$ cat config.mk
export PLATFORM = sky130hd
export DESIGN_NAME = sv32_page_table_walker_flat
export DESIGN_NICKNAME = d
export VERILOG_FILES = /design/src/svptw_pkg.sv /design/src/svptw_req_if.sv /design/src/svptw_rsp_if.sv /design/src/svptw_leaf_check.sv /design/src/sv32_page_table_walker.sv /design/src/flat_wrapper.sv
export SDC_FILE = /design/constraint.sdc
export NUM_CORES = 1
export LEC_CHECK = 0
export ABC_AREA = 1
export BUFFER_PORTS_ARGS = -buffer_cell sky130_fd_sc_hd__buf_2
export CORE_MARGIN = 10
export CORE_UTILIZATION = 56
export CTS_CLUSTER_SIZE = 14
export DETAILED_ROUTE_END_ITERATION = 10
export GPL_TIMING_DRIVEN = 0
export PLACE_DENSITY = 0.85
export SYNTH_ARGS = -nofsm -noshare
export SYNTH_HDL_FRONTEND = slang
export SYNTH_SLANG_ARGS = --single-unit
$ cat constraint.sdc
create_clock -name clock -period 6.45 [get_ports clock]
set_input_delay 0 -clock clock [delete_from_list [all_inputs] [get_ports clock]]
set_output_delay 0 -clock clock [all_outputs]
set_load 0.1 [all_outputs]
$ cat src/svptw_pkg.sv
`default_nettype none

package svptw_pkg;

   // item opcodes
   localparam logic OP_TRANSLATE = 1'b0;
   localparam logic OP_PTE_DATA  = 1'b1;

   // access kinds
   localparam logic [1:0] ACC_LOAD  = 2'd0;
   localparam logic [1:0] ACC_STORE = 2'd1;
   localparam logic [1:0] ACC_FETCH = 2'd2;
   localparam logic [1:0] ACC_RSVD  = 2'd3;

   // result kinds
   localparam logic [1:0] KIND_READ  = 2'd0;
   localparam logic [1:0] KIND_DONE  = 2'd1;
   localparam logic [1:0] KIND_FAULT = 2'd2;

   // fault causes
   localparam logic [1:0] CAUSE_NONE = 2'd0;

   // pte flag positions
   localparam int PTE_V = 0;
   localparam int PTE_R = 1;
   localparam int PTE_W = 2;
   localparam int PTE_X = 3;
   localparam int PTE_A = 6;
   localparam int PTE_D = 7;

   // outcome of a leaf check
   typedef struct packed {
      logic        ok;
      logic [31:0] phys_addr;
      logic [1:0]  cause;
   } leaf_type;

endpackage

`default_nettype wire

$ cat src/svptw_req_if.sv
`default_nettype none

interface svptw_req_if;
   logic        valid;
   logic        ready;
   logic        opcode;
   logic [31:0] virt_addr;
   logic [1:0]  access_kind;
   logic [31:0] pte_word;

   modport source (output valid, output opcode, output virt_addr, output access_kind,
                   output pte_word, input ready);
   modport sink (input valid, input opcode, input virt_addr, input access_kind,
                 input pte_word, output ready);
endinterface

`default_nettype wire

$ cat src/svptw_rsp_if.sv
`default_nettype none

interface svptw_rsp_if;
   logic        valid;
   logic        ready;
   logic [1:0]  result_kind;
   logic [31:0] address;
   logic [1:0]  fault_cause;

   modport source (output valid, output result_kind, output address, output fault_cause,
                   input ready);
   modport sink (input valid, input result_kind, input address, input fault_cause,
                 output ready);
endinterface

`default_nettype wire

$ cat src/svptw_leaf_check.sv
`default_nettype none

module svptw_leaf_check (
   input  wire logic [31:0]        pte_word,
   input  wire logic [31:0]        held_vaddr,
   input  wire logic [1:0]         held_access,
   input  wire logic               superpage,
   output svptw_pkg::leaf_type     leaf
);
   import svptw_pkg::*;

   logic [1:0] acc_eff;
   logic       perm_ok;

   // reserved access kind behaves as a load
   assign acc_eff = (held_access == ACC_RSVD) ? ACC_LOAD : held_access;

   // permission bit for the access
   always_comb begin
      case (acc_eff)
         ACC_LOAD:  perm_ok = pte_word[PTE_R];
         ACC_STORE: perm_ok = pte_word[PTE_W];
         ACC_FETCH: perm_ok = pte_word[PTE_X];
         default:   perm_ok = 1'b0;
      endcase
   end

   // valid, permission, accessed, and dirty for stores
   assign leaf.ok = pte_word[PTE_V] & perm_ok & pte_word[PTE_A] &
                    ((acc_eff != ACC_STORE) | pte_word[PTE_D]);

   // superpage takes vpn0 from the virtual address
   assign leaf.phys_addr = superpage ?
                           {pte_word[29:20], held_vaddr[21:0]} :
                           {pte_word[29:10], held_vaddr[11:0]};

   assign leaf.cause = acc_eff + 2'd1;
endmodule

`default_nettype wire

$ cat src/sv32_page_table_walker.sv
// Sv32 two-level page table walker
// one combinational pass from item to output register, which takes the result as the item is accepted
// throughput: one item per cycle while the output register is free or being emptied
// items that carry pte data while idle are absorbed with no result
// reset (synchronous): walk idle, held address and access cleared, root ppn zero,
// output register empty
`default_nettype none

module sv32_page_table_walker (
   input  wire logic          clock,
   input  wire logic          reset,
   input  wire logic          csr_wr_en,
   input  wire logic [19:0]   csr_wr_data,
   svptw_req_if.sink          req_if,
   svptw_rsp_if.source        rsp_if
);
   import svptw_pkg::*;

   typedef enum logic [1:0] {
      PH_IDLE,
      PH_L1,
      PH_L2
   } phase_type;

   phase_type   phase_ff, phase_in;
   logic [31:0] held_vaddr_ff, held_vaddr_in;
   logic [1:0]  held_access_ff, held_access_in;
   logic [19:0] root_ppn_ff, root_ppn_in;
   logic        rsp_valid_ff, rsp_valid_in;
   logic [1:0]  rsp_kind_ff, rsp_kind_in;
   logic [31:0] rsp_addr_ff, rsp_addr_in;
   logic [1:0]  rsp_cause_ff, rsp_cause_in;

   logic        accept;
   logic        superpage;
   leaf_type    leaf;

   // take an item whenever the output register is free or being emptied
   assign req_if.ready = !rsp_valid_ff || rsp_if.ready;
   assign accept       = req_if.valid && req_if.ready;

   assign superpage = (phase_ff == PH_L1);

   svptw_leaf_check u_leaf (
      .pte_word    (req_if.pte_word),
      .held_vaddr  (held_vaddr_ff),
      .held_access (held_access_ff),
      .superpage   (superpage),
      .leaf        (leaf)
   );

   // next walk state and result
   always_comb begin
      phase_in       = phase_ff;
      held_vaddr_in  = held_vaddr_ff;
      held_access_in = held_access_ff;
      root_ppn_in    = csr_wr_en ? csr_wr_data : root_ppn_ff;
      rsp_valid_in   = rsp_valid_ff && !rsp_if.ready;
      rsp_kind_in    = rsp_kind_ff;
      rsp_addr_in    = rsp_addr_ff;
      rsp_cause_in   = rsp_cause_ff;
      if (accept) begin
         if (req_if.opcode == OP_TRANSLATE) begin
            // new walk, abandons any walk in progress
            held_vaddr_in  = req_if.virt_addr;
            held_access_in = req_if.access_kind;
            phase_in       = PH_L1;
            rsp_valid_in   = 1'b1;
            rsp_kind_in    = KIND_READ;
            rsp_addr_in    = {root_ppn_ff, req_if.virt_addr[31:22], 2'b00};
            rsp_cause_in   = CAUSE_NONE;
         end else begin
            case (phase_ff)
               PH_L1: begin
                  rsp_valid_in = 1'b1;
                  if (!req_if.pte_word[PTE_V]) begin
                     phase_in     = PH_IDLE;
                     rsp_kind_in  = KIND_FAULT;
                     rsp_addr_in  = held_vaddr_ff;
                     rsp_cause_in = leaf.cause;
                  end else if (req_if.pte_word[PTE_R] || req_if.pte_word[PTE_X]) begin
                     phase_in     = PH_IDLE;
                     rsp_kind_in  = leaf.ok ? KIND_DONE : KIND_FAULT;
                     rsp_addr_in  = leaf.ok ? leaf.phys_addr : held_vaddr_ff;
                     rsp_cause_in = leaf.ok ? CAUSE_NONE : leaf.cause;
                  end else begin
                     // pointer to the second-level table
                     phase_in     = PH_L2;
                     rsp_kind_in  = KIND_READ;
                     rsp_addr_in  = {req_if.pte_word[29:10], held_vaddr_ff[21:12], 2'b00};
                     rsp_cause_in = CAUSE_NONE;
                  end
               end
               PH_L2: begin
                  phase_in     = PH_IDLE;
                  rsp_valid_in = 1'b1;
                  rsp_kind_in  = leaf.ok ? KIND_DONE : KIND_FAULT;
                  rsp_addr_in  = leaf.ok ? leaf.phys_addr : held_vaddr_ff;
                  rsp_cause_in = leaf.ok ? CAUSE_NONE : leaf.cause;
               end
               default: begin
                  phase_in = PH_IDLE;
               end
            endcase
         end
      end
   end

   // walk state and output register
   always_ff @(posedge clock) begin
      if (reset) begin
         phase_ff       <= PH_IDLE;
         held_vaddr_ff  <= '0;
         held_access_ff <= ACC_LOAD;
         root_ppn_ff    <= '0;
         rsp_valid_ff   <= 1'b0;
      end else begin
         phase_ff       <= phase_in;
         held_vaddr_ff  <= held_vaddr_in;
         held_access_ff <= held_access_in;
         root_ppn_ff    <= root_ppn_in;
         rsp_valid_ff   <= rsp_valid_in;
         rsp_kind_ff    <= rsp_kind_in;
         rsp_addr_ff    <= rsp_addr_in;
         rsp_cause_ff   <= rsp_cause_in;
      end
   end

   assign rsp_if.valid       = rsp_valid_ff;
   assign rsp_if.result_kind = rsp_kind_ff;
   assign rsp_if.address     = rsp_addr_ff;
   assign rsp_if.fault_cause = rsp_cause_ff;

`ifndef SYNTHESIS
   // a translate item always leaves a first-level read pending
   assert property (@(posedge clock) disable iff (reset)
      (accept && req_if.opcode == OP_TRANSLATE) |=>
         (rsp_valid_ff && rsp_kind_ff == KIND_READ && phase_ff == PH_L1))
      else $error("translate item did not start a first-level read");

   // only faults carry a cause
   assert property (@(posedge clock) disable iff (reset)
      (rsp_valid_ff && rsp_kind_ff != KIND_FAULT) |-> (rsp_cause_ff == CAUSE_NONE))
      else $error("non-fault result carries a fault cause");

   // pte data while idle changes nothing
   assert property (@(posedge clock) disable iff (reset)
      (accept && req_if.opcode == OP_PTE_DATA && phase_ff == PH_IDLE) |=>
         (phase_ff == PH_IDLE && rsp_valid_ff == $past(rsp_valid_ff && !rsp_if.ready)))
      else $error("idle pte item produced a result or started a walk");

   // a second-level wait only follows a pointer from the first level
   assert property (@(posedge clock) disable iff (reset)
      (phase_ff == PH_L2 && !$past(phase_ff == PH_L2)) |->
         ($past(accept) && $past(phase_ff == PH_L1)))
      else $error("second-level wait entered without a first-level pointer");
`endif

endmodule

`default_nettype wire

$ cat src/flat_wrapper.sv
// flat-port wrapper written by rule: the top's interface ports become plain ports
module sv32_page_table_walker_flat import svptw_pkg::*;
  (clock, reset, csr_wr_en, csr_wr_data, req_if_valid, req_if_opcode, req_if_virt_addr, req_if_access_kind, req_if_pte_word, req_if_ready, rsp_if_valid, rsp_if_result_kind, rsp_if_address, rsp_if_fault_cause, rsp_if_ready);
  svptw_req_if req_if_i ();
  svptw_rsp_if rsp_if_i ();
  input  wire logic clock;
  input  wire logic reset;
  input  wire logic csr_wr_en;
  input  wire logic [19:0] csr_wr_data;
  input wire logic [$bits(req_if_i.valid)-1:0] req_if_valid;
  input wire logic [$bits(req_if_i.opcode)-1:0] req_if_opcode;
  input wire logic [$bits(req_if_i.virt_addr)-1:0] req_if_virt_addr;
  input wire logic [$bits(req_if_i.access_kind)-1:0] req_if_access_kind;
  input wire logic [$bits(req_if_i.pte_word)-1:0] req_if_pte_word;
  output wire logic [$bits(req_if_i.ready)-1:0] req_if_ready;
  output wire logic [$bits(rsp_if_i.valid)-1:0] rsp_if_valid;
  output wire logic [$bits(rsp_if_i.result_kind)-1:0] rsp_if_result_kind;
  output wire logic [$bits(rsp_if_i.address)-1:0] rsp_if_address;
  output wire logic [$bits(rsp_if_i.fault_cause)-1:0] rsp_if_fault_cause;
  input wire logic [$bits(rsp_if_i.ready)-1:0] rsp_if_ready;
  assign req_if_i.valid = req_if_valid;
  assign req_if_i.opcode = req_if_opcode;
  assign req_if_i.virt_addr = req_if_virt_addr;
  assign req_if_i.access_kind = req_if_access_kind;
  assign req_if_i.pte_word = req_if_pte_word;
  assign req_if_ready = req_if_i.ready;
  assign rsp_if_valid = rsp_if_i.valid;
  assign rsp_if_result_kind = rsp_if_i.result_kind;
  assign rsp_if_address = rsp_if_i.address;
  assign rsp_if_fault_cause = rsp_if_i.fault_cause;
  assign rsp_if_i.ready = rsp_if_ready;
  sv32_page_table_walker u_core (.clock(clock), .reset(reset), .csr_wr_en(csr_wr_en), .csr_wr_data(csr_wr_data), .req_if(req_if_i), .rsp_if(rsp_if_i));
endmodule
==> metrics, run 1 <==
most frequent cells in the layout buf_2, nand2_1, inv_1; via count 4,775; Initial Utilization 58.40%; Core ar. 7807 um2; die width 110.2 um; first-pass GRT wire length 23.82 mm; Die ar. 12,150 um2; number of synthesized register bits 93; final clock skew 0.01543 ns; 1st-iter DRT viols 496; later-pin clock latency in the skew report 0.36 ns; status finished clean; post-synthesis area per instance 7.702 um2; ranking of synthesized cells by area dfxtp_1, edfxtp_1, nand2_1; antenna fix cells 0; setup TNS 0 ns; Slew Limit Fails 0; CP required 6.55 ns; # rows 32; Seq/Total Area, Yosys 48.74%; clock buffer depth 2; final setup vio count 0; PortBufs 121; Slew HR 58.27%; DR pass1 iterations 5; Hold Fails Final Rpt 0; CTS Buf Count 9; WL final 14.99 mm; nets 883; Post-CTS Setup Inserts 0; Layout fillers 587; Die Ht 110.2 um; maximum clock rate 0.4781 GHz; post-synthesis cell count 592; Worst Tran Pin Value 0.6260 ns; Final GP Congestion 0.9659; peak supply drop 0.1219 mV; layout cells sized above 1 21.27%; largest area contributor in the netlist dfxtp_1; critical path class reg2reg; initial antenna violation count 0; Synth cell types 23; Pleak 2.817 nW; PwrDens 222.1 nW/um2; Hold WC Path Type in2reg; detailed-route wire length per cell 16.80 um; Area growth, synth to finish 34.03%; cells on worst reg2reg path 8; fin crit share 32.43%; hold slack 0.02248 ns; largest net degree at the start of global routing 17; YS warnings 0; DRC 0; Clock Pin Slew Worst Setup and Hold Paths 0.10 ns; WP data arrival 2.19 ns; CTS Sinks 93; top-area cell type share of the netlist area 25.03%; Synth Net Count 690; total gr overflow 0; DR vias/cell 5.353; Worst Hold Depth 4; Root Buffer clkbuf_8; I/O Pins 130; CTS resizes 0; CP Max Fanout 10; CTS tree built; Routed Antenna Nets 0; H-Tree Depth 3; Total GRT Usage 24.73%; RSZ-0062 raised after global routing false; commonest non-fill, non-tap cell in the layout buf_2; Post-Syn Area 4559 um2; number of global-route vias before repair 4,736; maxcap violations 0; hpwl dp 10.58 mm; Period minus WS final 2.092 ns; crit start category flip-flop; critical path capture point type flip-flop
[logic make-up after synthesis]
group / synth area share [%]
adders and majority gates: 1.646
and+or+nand+nor: 19.40
AOI/OAI and AO/OA: 18.69
DFF: 48.74
buffers and inverters: 11.53
[Yosys cell counts]
cell type and number:
a211oi_1 34, a21oi_1 72, a31oi_1 1, buf_1 6
buf_2 20, buf_6 2, clkbuf_1 11, clkbuf_2 1
dfxtp_1 57, edfxtp_1 36, ha_1 6, inv_1 88
inv_2 1, nand2_1 101, nand3_1 42, nand3_2 2
nand4_1 1, nor2_1 66, nor3_1 3, o21a_1 10
o21ai_0 27, o21ai_1 4, or2_2 1
[per-layer routing]
layer  global-route usage (%)  wire length (um)  up-vias
met5                        0                 0        -
met4                    7.156               290        0
met3                    5.804              1330       30
met2                    41.24              7214      258
met1                    31.37              6154     2171
li1                         -                 -     2316
[worst max-delay path: stages, from the launching register on]
cell     delay [ns]
dfxtp_1        0.41
inv_1          0.10
ha_1           0.33
nand2_1        0.06
nand3_1        0.15
buf_1          0.44
nand3_1        0.15
nand3_1        0.11
a21oi_1        0.09
[final timing paths]
check / start / endpoint / slack (ns)
worst min register to register: u_core.root_ppn_ff[10]$_SDFFE_PP0P_ / u_core.root_ppn_ff[10]$_SDFFE_PP0P_ / 0.47
worst min-delay path: req_if_valid / u_core.rsp_if.valid$_SDFF_PP0_ / 0.02
worst max-delay path: u_core.held_access_ff[0]$_SDFFE_PP0P_ / u_core.rsp_if.address[23]$_DFFE_PP_ / 4.36
worst max register to register: u_core.held_access_ff[0]$_SDFFE_PP0P_ / u_core.rsp_if.address[23]$_DFFE_PP_ / 4.36
[state kept, by name (all words and copies together), names as in the netlist]
name                       cells
u_core.held_access_ff          2
u_core.held_vaddr_ff          32
u_core.rsp_if.fault_cause      2
u_core.phase_ff                2
u_core.rsp_if.valid            1
u_core.rsp_if.result_kind      2
u_core.rsp_if.address         32
u_core.root_ppn_ff            20
[per-stage QoR]
step / power, mW / util [%] / instances / area (um2) / setup slack [ns]
after CTS: 1.349 / 78.27 / 892 / 6111 / 4.399
after floorplan: 0.8608 / - / 592 / 4559 / 2.461
after global routing: 1.409 / 78.27 / 892 / 6111 / 4.246
after global placement: 0.9343 / 67.79 / 815 / 5293 / 1.429
after detailed placement: 0.9423 / 68.29 / 818 / 5331 / 4.430
final: 1.357 / 78.27 / 892 / 6111 / 4.358
[repair_timing]
| item | CTS | global route |
|---|---|---|
| hold endpoints to repair | 61 | 0 |
| setup endpoints to repair | 0 | 0 |
| hold buffers | 58 | 0 |
[layout make-up]
class	instances	area, um2	area share [%]
buffer	40	191.4	3.133
sequential	93	2222	36.36
clock buffer	11	162.7	2.662
tap	102	127.6	2.088
timing repair buffer	182	1220	19.96
clock inverter	5	36.28	0.5938
inverter	89	334.1	5.467
multi-input combinational	370	1817	29.73
[where the power goes]
group | internal (mW) | switching (mW)
Clock | 0.177 | 0.214
Sequential | 0.645 | 0.0172
Combinational | 0.102 | 0.201
Note: power is estimated with default switching activity, not from simulation.
==> run 2: changes to the inputs <==
--- a/config.mk
+++ b/config.mk
@@ -8,11 +8,11 @@
 export ABC_AREA = 1
 export BUFFER_PORTS_ARGS = -buffer_cell sky130_fd_sc_hd__buf_2
 export CORE_MARGIN = 10
-export CORE_UTILIZATION = 56
+export CORE_UTILIZATION = 52
 export CTS_CLUSTER_SIZE = 14
 export DETAILED_ROUTE_END_ITERATION = 10
 export GPL_TIMING_DRIVEN = 0
-export PLACE_DENSITY = 0.85
+export PLACE_DENSITY = 0.8
 export SYNTH_ARGS = -nofsm -noshare
 export SYNTH_HDL_FRONTEND = slang
 export SYNTH_SLANG_ARGS = --single-unit
==> constraint.sdc (replaced) <==
create_clock -name clock -period 2.1 [get_ports clock]
set_input_delay 0 -clock clock [delete_from_list [all_inputs] [get_ports clock]]
set_output_delay 0 -clock clock [all_outputs]
set_load 0.1 [all_outputs]
==> metrics, run 2 (same netlist as run 1, synthesis figures left out) <==
layout cells sized above 1 22.11% (was 21.27%); Slew Limit Fails 0 (unchanged); later-pin clock latency in the skew report 0.37 ns (was 0.36 ns); most frequent cells in the layout buf_2, nand2_1, inv_1 (unchanged); Die ar. 12,910 um2 (was 12,150 um2); Hold WC Path Type in2reg (unchanged); Total GRT Usage 22.34% (was 24.73%); total gr overflow 0 (unchanged); CTS Buf Count 9 (unchanged); critical path class reg2reg (unchanged); hpwl dp 10.69 mm (was 10.58 mm); CP most frequent cell nor2_2 (was nand3_1); Power Total 4.239 mW (was 1.357 mW); critical path capture point type flip-flop (unchanged); WL final 14.83 mm (was 14.99 mm); r2r startpoint u_core.rsp_if.valid$_SDFF_PP0_ (was u_core.held_access_ff[0]$_SDFFE_PP0P_); maxcap violations 0 (unchanged); Initial Utilization 52.80% (was 58.40%); commonest non-fill, non-tap cell in the layout buf_2 (unchanged); DRC 0 (unchanged); M3 GR Usage 3.937% (was 5.804%); I/O Pins 130 (unchanged); Slew HR 52.75% (was 58.27%); worst-path cell chain inv_2 -> nor2_2 -> nor2_2 -> nand2_1 -> buf_2 -> nor2_1 -> a211oi_1 -> dlygate4sd3_1 (was inv_1 -> ha_1 -> nand2_1 -> nand3_1 -> buf_1 -> nand3_1 -> nand3_1 -> a21oi_1); Die Ht 113.6 um (was 110.2 um); peak supply drop 0.4049 mV (was 0.1219 mV); H-Tree Depth 3 (unchanged); Period minus WS final 1.941 ns (was 2.092 ns); Core ar. 8636 um2 (was 7807 um2); detailed-route wire length per cell 16.55 um (was 16.80 um); Hold Fails Final Rpt 0 (unchanged); GR Util met1 28.54% (was 31.37%); Root Buffer clkbuf_8 (unchanged); nets 880 (was 883); Pleak 2.821 nW (was 2.817 nW); Final GP Congestion 0.9165 (was 0.9659); hold slack 0.01205 ns (was 0.02248 ns); Routed Antenna Nets 0 (unchanged); Worst path slowest cell dlygate4sd3_1 (was buf_1); clock buffer depth 2 (unchanged); multi-input logic area 1828 um2 (was 1817 um2); DR vias/cell 5.306 (was 5.353); CTS tree built (unchanged); maximum clock rate 0.5152 GHz (was 0.4781 GHz); GRT Max-Usage Layer met2 (unchanged); CP required 2.37 ns (was 6.55 ns); PwrDens 689.9 nW/um2 (was 222.1 nW/um2); Reg area 2226 um2 (was 2222 um2); final clock skew 0.01102 ns (was 0.01543 ns); hold_sp reset (was req_if_valid); CP Max Fanout 10 (unchanged); fin crit share 92.43% (was 32.43%); Clock Pin Slew Worst Setup and Hold Paths 0.10 ns (about the same); RSZ-0062 raised after global routing false (unchanged); CTS Sinks 93 (unchanged); CP top delay family buffers and inverters (unchanged); M2 GR Usage 36.77% (was 41.24%); crit start category flip-flop (unchanged); die width 113.6 um (was 110.2 um); Area growth, synth to finish 34.77% (was 34.03%); via count 4,754 (was 4,775); Worst Tran Pin Value 0.7088 ns (was 0.6260 ns); Buf/Inv on CP 3 (was 2); largest net degree at the start of global routing 22 (was 17); initial antenna violation count 0 (unchanged); status finished clean (unchanged); first-pass GRT wire length 23.43 mm (was 23.82 mm); Layout fillers 698 (was 587); PortBufs 121 (unchanged); Largest stage delay, worst path 0.56 ns (was 0.44 ns); DR pass1 iterations 5 (unchanged); CP startpoint u_core.rsp_if.valid$_SDFF_PP0_ (was u_core.held_access_ff[0]$_SDFFE_PP0P_); 1st-iter DRT viols 429 (was 496); # rows 34 (was 32); final setup vio count 0 (unchanged); number of global-route vias before repair 4,716 (was 4,736); WP data arrival 2.21 ns (was 2.19 ns)
[run 2: changes by cell type in the layout (fill, tap and decap cells not counted), sizes merged]
cell,delta
bufinv,+1
diode,+1
buf,-3
inv,-3
dlygate4sd3,-2
clkbuf,+2
clkinv,+2
[run 2: final cells by class]
type | count | area share, %
multi-input combinational | 370 | 29.75
inverter | 89 | 5.437
clock inverter | 5 | 0.9367
timing repair buffer | 179 | 19.75
tap | 108 | 2.199
antenna | 1 | 0.04072
sequential | 93 | 36.22
clock buffer | 11 | 2.484
buffer | 40 | 3.177
[run 2: worst paths after layout]
| check | to | slack (ns) | cells past startpoint |
|---|---|---|---|
| worst max-delay path | u_core.held_access_ff[0]$_SDFFE_PP0P_ | 0.16 | 8 |
| worst min-delay path | u_core.held_vaddr_ff[2]$_SDFFE_PP0P_ | 0.01 | 2 |
| worst max register to register | u_core.held_access_ff[0]$_SDFFE_PP0P_ | 0.16 | 8 |
| worst min register to register | u_core.root_ppn_ff[15]$_SDFFE_PP0P_ | 0.47 | 2 |
[run 2: report_power, final]
part	switching, mW	internal, mW
sequential	0.0530	1.98
clock	0.648	0.624
combinational	0.616	0.316
total	1.32	2.92
[run 2: metrics by stage]
step           std cells  TNS [ns]  setup slack, ns  area (um2)  util (%)
3_5_place_dp         822    -2.906          -0.1394        5349     61.94
6_report             896         0           0.1590        6145     71.15
4_1_cts              895         0          0.02608        6140     71.10
2_1_floorplan        592         0         0.009815        4581         -
3_3_place_gp         821    -17.62          -0.4923        5321     61.62
5_1_grt              895         0          0.07610        6142     71.12
[run 2: per-layer routing]
layer	routed length [um]	share of wire, %
met3	1199	8.1
met5	0	0
met1	6221	42
met4	368	2.5
met2	7036	47
[run 2: repair_timing]
action | in CTS | in global routing
hold buffers | 56 | 0
setup buffers | 1 | 0
setup endpoints to repair | 26 | 20
hold endpoints to repair | 62 | 0
pin swaps | 1 | 0
resized for setup | 0 | 2
==> run 3: changes to the inputs <==
--- a/config.mk
+++ b/config.mk
@@ -7,12 +7,14 @@
 export LEC_CHECK = 0
 export ABC_AREA = 1
 export BUFFER_PORTS_ARGS = -buffer_cell sky130_fd_sc_hd__buf_2
+export CELL_PAD_IN_SITES_DETAIL_PLACEMENT = 1
+export CELL_PAD_IN_SITES_GLOBAL_PLACEMENT = 1
 export CORE_MARGIN = 10
-export CORE_UTILIZATION = 52
+export CORE_UTILIZATION = 37
 export CTS_CLUSTER_SIZE = 14
 export DETAILED_ROUTE_END_ITERATION = 10
 export GPL_TIMING_DRIVEN = 0
-export PLACE_DENSITY = 0.8
+export PLACE_DENSITY_LB_ADDON = 0.1
 export SYNTH_ARGS = -nofsm -noshare
 export SYNTH_HDL_FRONTEND = slang
 export SYNTH_SLANG_ARGS = --single-unit
==> metrics, run 3 (same netlist as run 1, synthesis figures left out) <==
I/O Pins 130 (unchanged); Hold WC Path Type in2reg (unchanged); Area growth, synth to finish 37.07% (was 34.77%); Die Ht 131.0 um (was 113.6 um); fin crit share 92.38% (was 92.43%); critical path class reg2reg (unchanged); via count 4,671 (was 4,754); Die ar. 17,160 um2 (was 12,910 um2); maxcap violations 0 (unchanged); most frequent cells in the layout buf_2, nand2_1, inv_1 (unchanged); Hold Fails Final Rpt 1 (was 0); largest net degree at the start of global routing 16 (was 22); crit start category flip-flop (unchanged); DR pass1 iterations 4 (was 5); Clock Pin Slew Worst Setup and Hold Paths 0.07 ns (was 0.10 ns); PortBufs 121 (unchanged); CP startpoint u_core.held_access_ff[0]$_SDFFE_PP0P_ (was u_core.rsp_if.valid$_SDFF_PP0_); total gr overflow 0 (unchanged); Psw 1.398 mW (was 1.317 mW); CTS Sinks 93 (unchanged); CTS Buf Count 9 (unchanged); Final GP Congestion 0.8519 (was 0.9165); initial antenna violation count 0 (unchanged); hold slack -0.0008367 ns (was 0.01205 ns); sequential power share 43.7% (was 48.0%); critical path capture point type flip-flop (unchanged); Pleak 2.838 nW (was 2.821 nW); Slew HR 55.63% (was 52.75%); Setup WS post-layout 0.1601 ns (was 0.1590 ns); nets 875 (was 880); CP required 2.25 ns (was 2.37 ns); Slew Limit Fails 0 (unchanged); Worst R2R End u_core.rsp_if.address[31]$_DFFE_PP_ (was u_core.held_access_ff[0]$_SDFFE_PP0P_); final clock skew 0.005934 ns (was 0.01102 ns); first-pass GRT wire length 26.70 mm (was 23.43 mm); CP Capture Point u_core.rsp_if.address[31]$_DFFE_PP_ (was u_core.held_access_ff[0]$_SDFFE_PP0P_); clock buffer depth 2 (unchanged); clock share of power 36.2% (was 30.0%); final setup vio count 0 (unchanged); r2r startpoint u_core.held_access_ff[0]$_SDFFE_PP0P_ (was u_core.rsp_if.valid$_SDFF_PP0_); commonest non-fill, non-tap cell in the layout buf_2 (unchanged); Core ar. 12,060 um2 (was 8636 um2); layout cells sized above 1 22.25% (was 22.11%); R2R Setup Slk 0.16 ns (about the same); H-Tree Depth 3 (unchanged); Root Buffer clkbuf_16 (was clkbuf_8); CP Max Fanout 10 (unchanged); WL final 17.10 mm (was 14.83 mm); Internal 3.271 mW (was 2.922 mW); sw frac 29.94% (was 31.08%); Placement Setup Slack -0.01532 ns (was -0.1394 ns); Period minus WS final 1.940 ns (was 1.941 ns); detailed-route wire length per cell 17.96 um (was 16.55 um); combinational power share 20.1% (was 22.0%); die width 131.0 um (was 113.6 um); CTS tree built (unchanged); DRC 0 (unchanged); Worst Tran Pin Value 0.6656 ns (was 0.7088 ns); WP data arrival 2.09 ns (was 2.21 ns); Power Total 4.669 mW (was 4.239 mW); status complete, but fails checks (was finished clean); Initial Utilization 37.80% (was 52.80%); 1st-iter DRT viols 332 (was 429); later-pin clock latency in the skew report 0.34 ns (was 0.37 ns); peak supply drop 0.4104 mV (was 0.4049 mV); number of global-route vias before repair 5,062 (was 4,716); Total GRT Usage 20.10% (was 22.34%); # rows 40 (was 34); Routed Antenna Nets 0 (unchanged); cells on worst reg2reg path 8 (unchanged); maximum clock rate 0.5155 GHz (was 0.5152 GHz); RSZ-0062 raised after global routing false (unchanged); DR vias/cell 4.907 (was 5.306); hpwl dp 12.67 mm (was 10.69 mm); PwrDens 747.0 nW/um2 (was 689.9 nW/um2); failing checks hold timing
run 3: area by class of cell:
cell class	instances	area [um2]
Clock inverter	2	11.26
Clock buffer	14	296.5
Antenna cell	2	5.005
Multi-Input combinational cell	370	1828
Timing Repair Buffer	174	1144
Inverter	89	334.1
Buffer	40	195.2
Fill cell	1532	5812
Sequential cell	93	2226
Tap cell	168	210.2
run 3: how the worst min path moves through the flow:
stage / from / end / slack, ns / cells past startpoint
floorplan: csr_wr_data[0] / u_core.root_ppn_ff[0]$_SDFFE_PP0P_ / 0.14 / 2
global placement: csr_wr_data[0] / u_core.root_ppn_ff[0]$_SDFFE_PP0P_ / 0.25 / 3
detailed placement: csr_wr_data[9] / u_core.root_ppn_ff[9]$_SDFFE_PP0P_ / 0.26 / 3
CTS: req_if_virt_addr[21] / u_core.held_vaddr_ff[21]$_SDFFE_PP0P_ / 0.004 / 3
global route: req_if_virt_addr[13] / u_core.held_vaddr_ff[13]$_SDFFE_PP0P_ / 0.01 / 3
finish: req_if_virt_addr[21] / u_core.held_vaddr_ff[21]$_SDFFE_PP0P_ / -0.0008 / 3
run 3: metrics by stage:
| step | utilization [%] | instance area (um2) | instances | setup TNS [ns] | hold WS, ns |
|---|---|---|---|---|---|
| 5_1_grt | 51.77 | 6245 | 950 | 0 | 0.01109 |
| 2_1_floorplan | - | 4581 | 592 | 0 | 0.1405 |
| 4_1_cts | 51.71 | 6237 | 949 | 0 | 0.004261 |
| 3_3_place_gp | 44.74 | 5396 | 881 | -19.55 | 0.2523 |
| 6_report | 51.82 | 6250 | 952 | 0 | -0.0008367 |
| 3_5_place_dp | 44.99 | 5426 | 883 | -0.01532 | 0.2583 |
run 3: power by group through the flow:
stage | clock (mW) | combinational (mW) | sequential [mW]
finish | 1.69 | 0.939 | 2.04
global route | 1.81 | 1.03 | 2.05
CTS | 1.71 | 0.936 | 2.04
detailed placement | 0 | 0.857 | 2.08
global placement | 0 | 0.828 | 2.07
floorplan | 0 | 0.385 | 2.26
run 3: critical path: stages, from the launching register on:
cell and delay (ns):
dfxtp_1 0.38, inv_1 0.10, ha_1 0.32, nand2_1 0.07
nand3_1 0.16, buf_2 0.26, nand3_1 0.13, nand3_1 0.08
a21oi_1 0.25
run 3: timing repair:
item,in CTS,in global routing
buffers inserted,0,1
hold endpoints to repair,54,0
pin swaps,0,1
setup endpoints to repair,2,27
resized for setup,2,0
hold buffers,50,0
run 3: routing by layer:
metal / wire length [um] / global-route usage [%]
met5: 0 / 0
met3: 1131 / 4.190
met4: 201 / 5.755
met2: 8094 / 33.56
met1: 7667 / 25.63
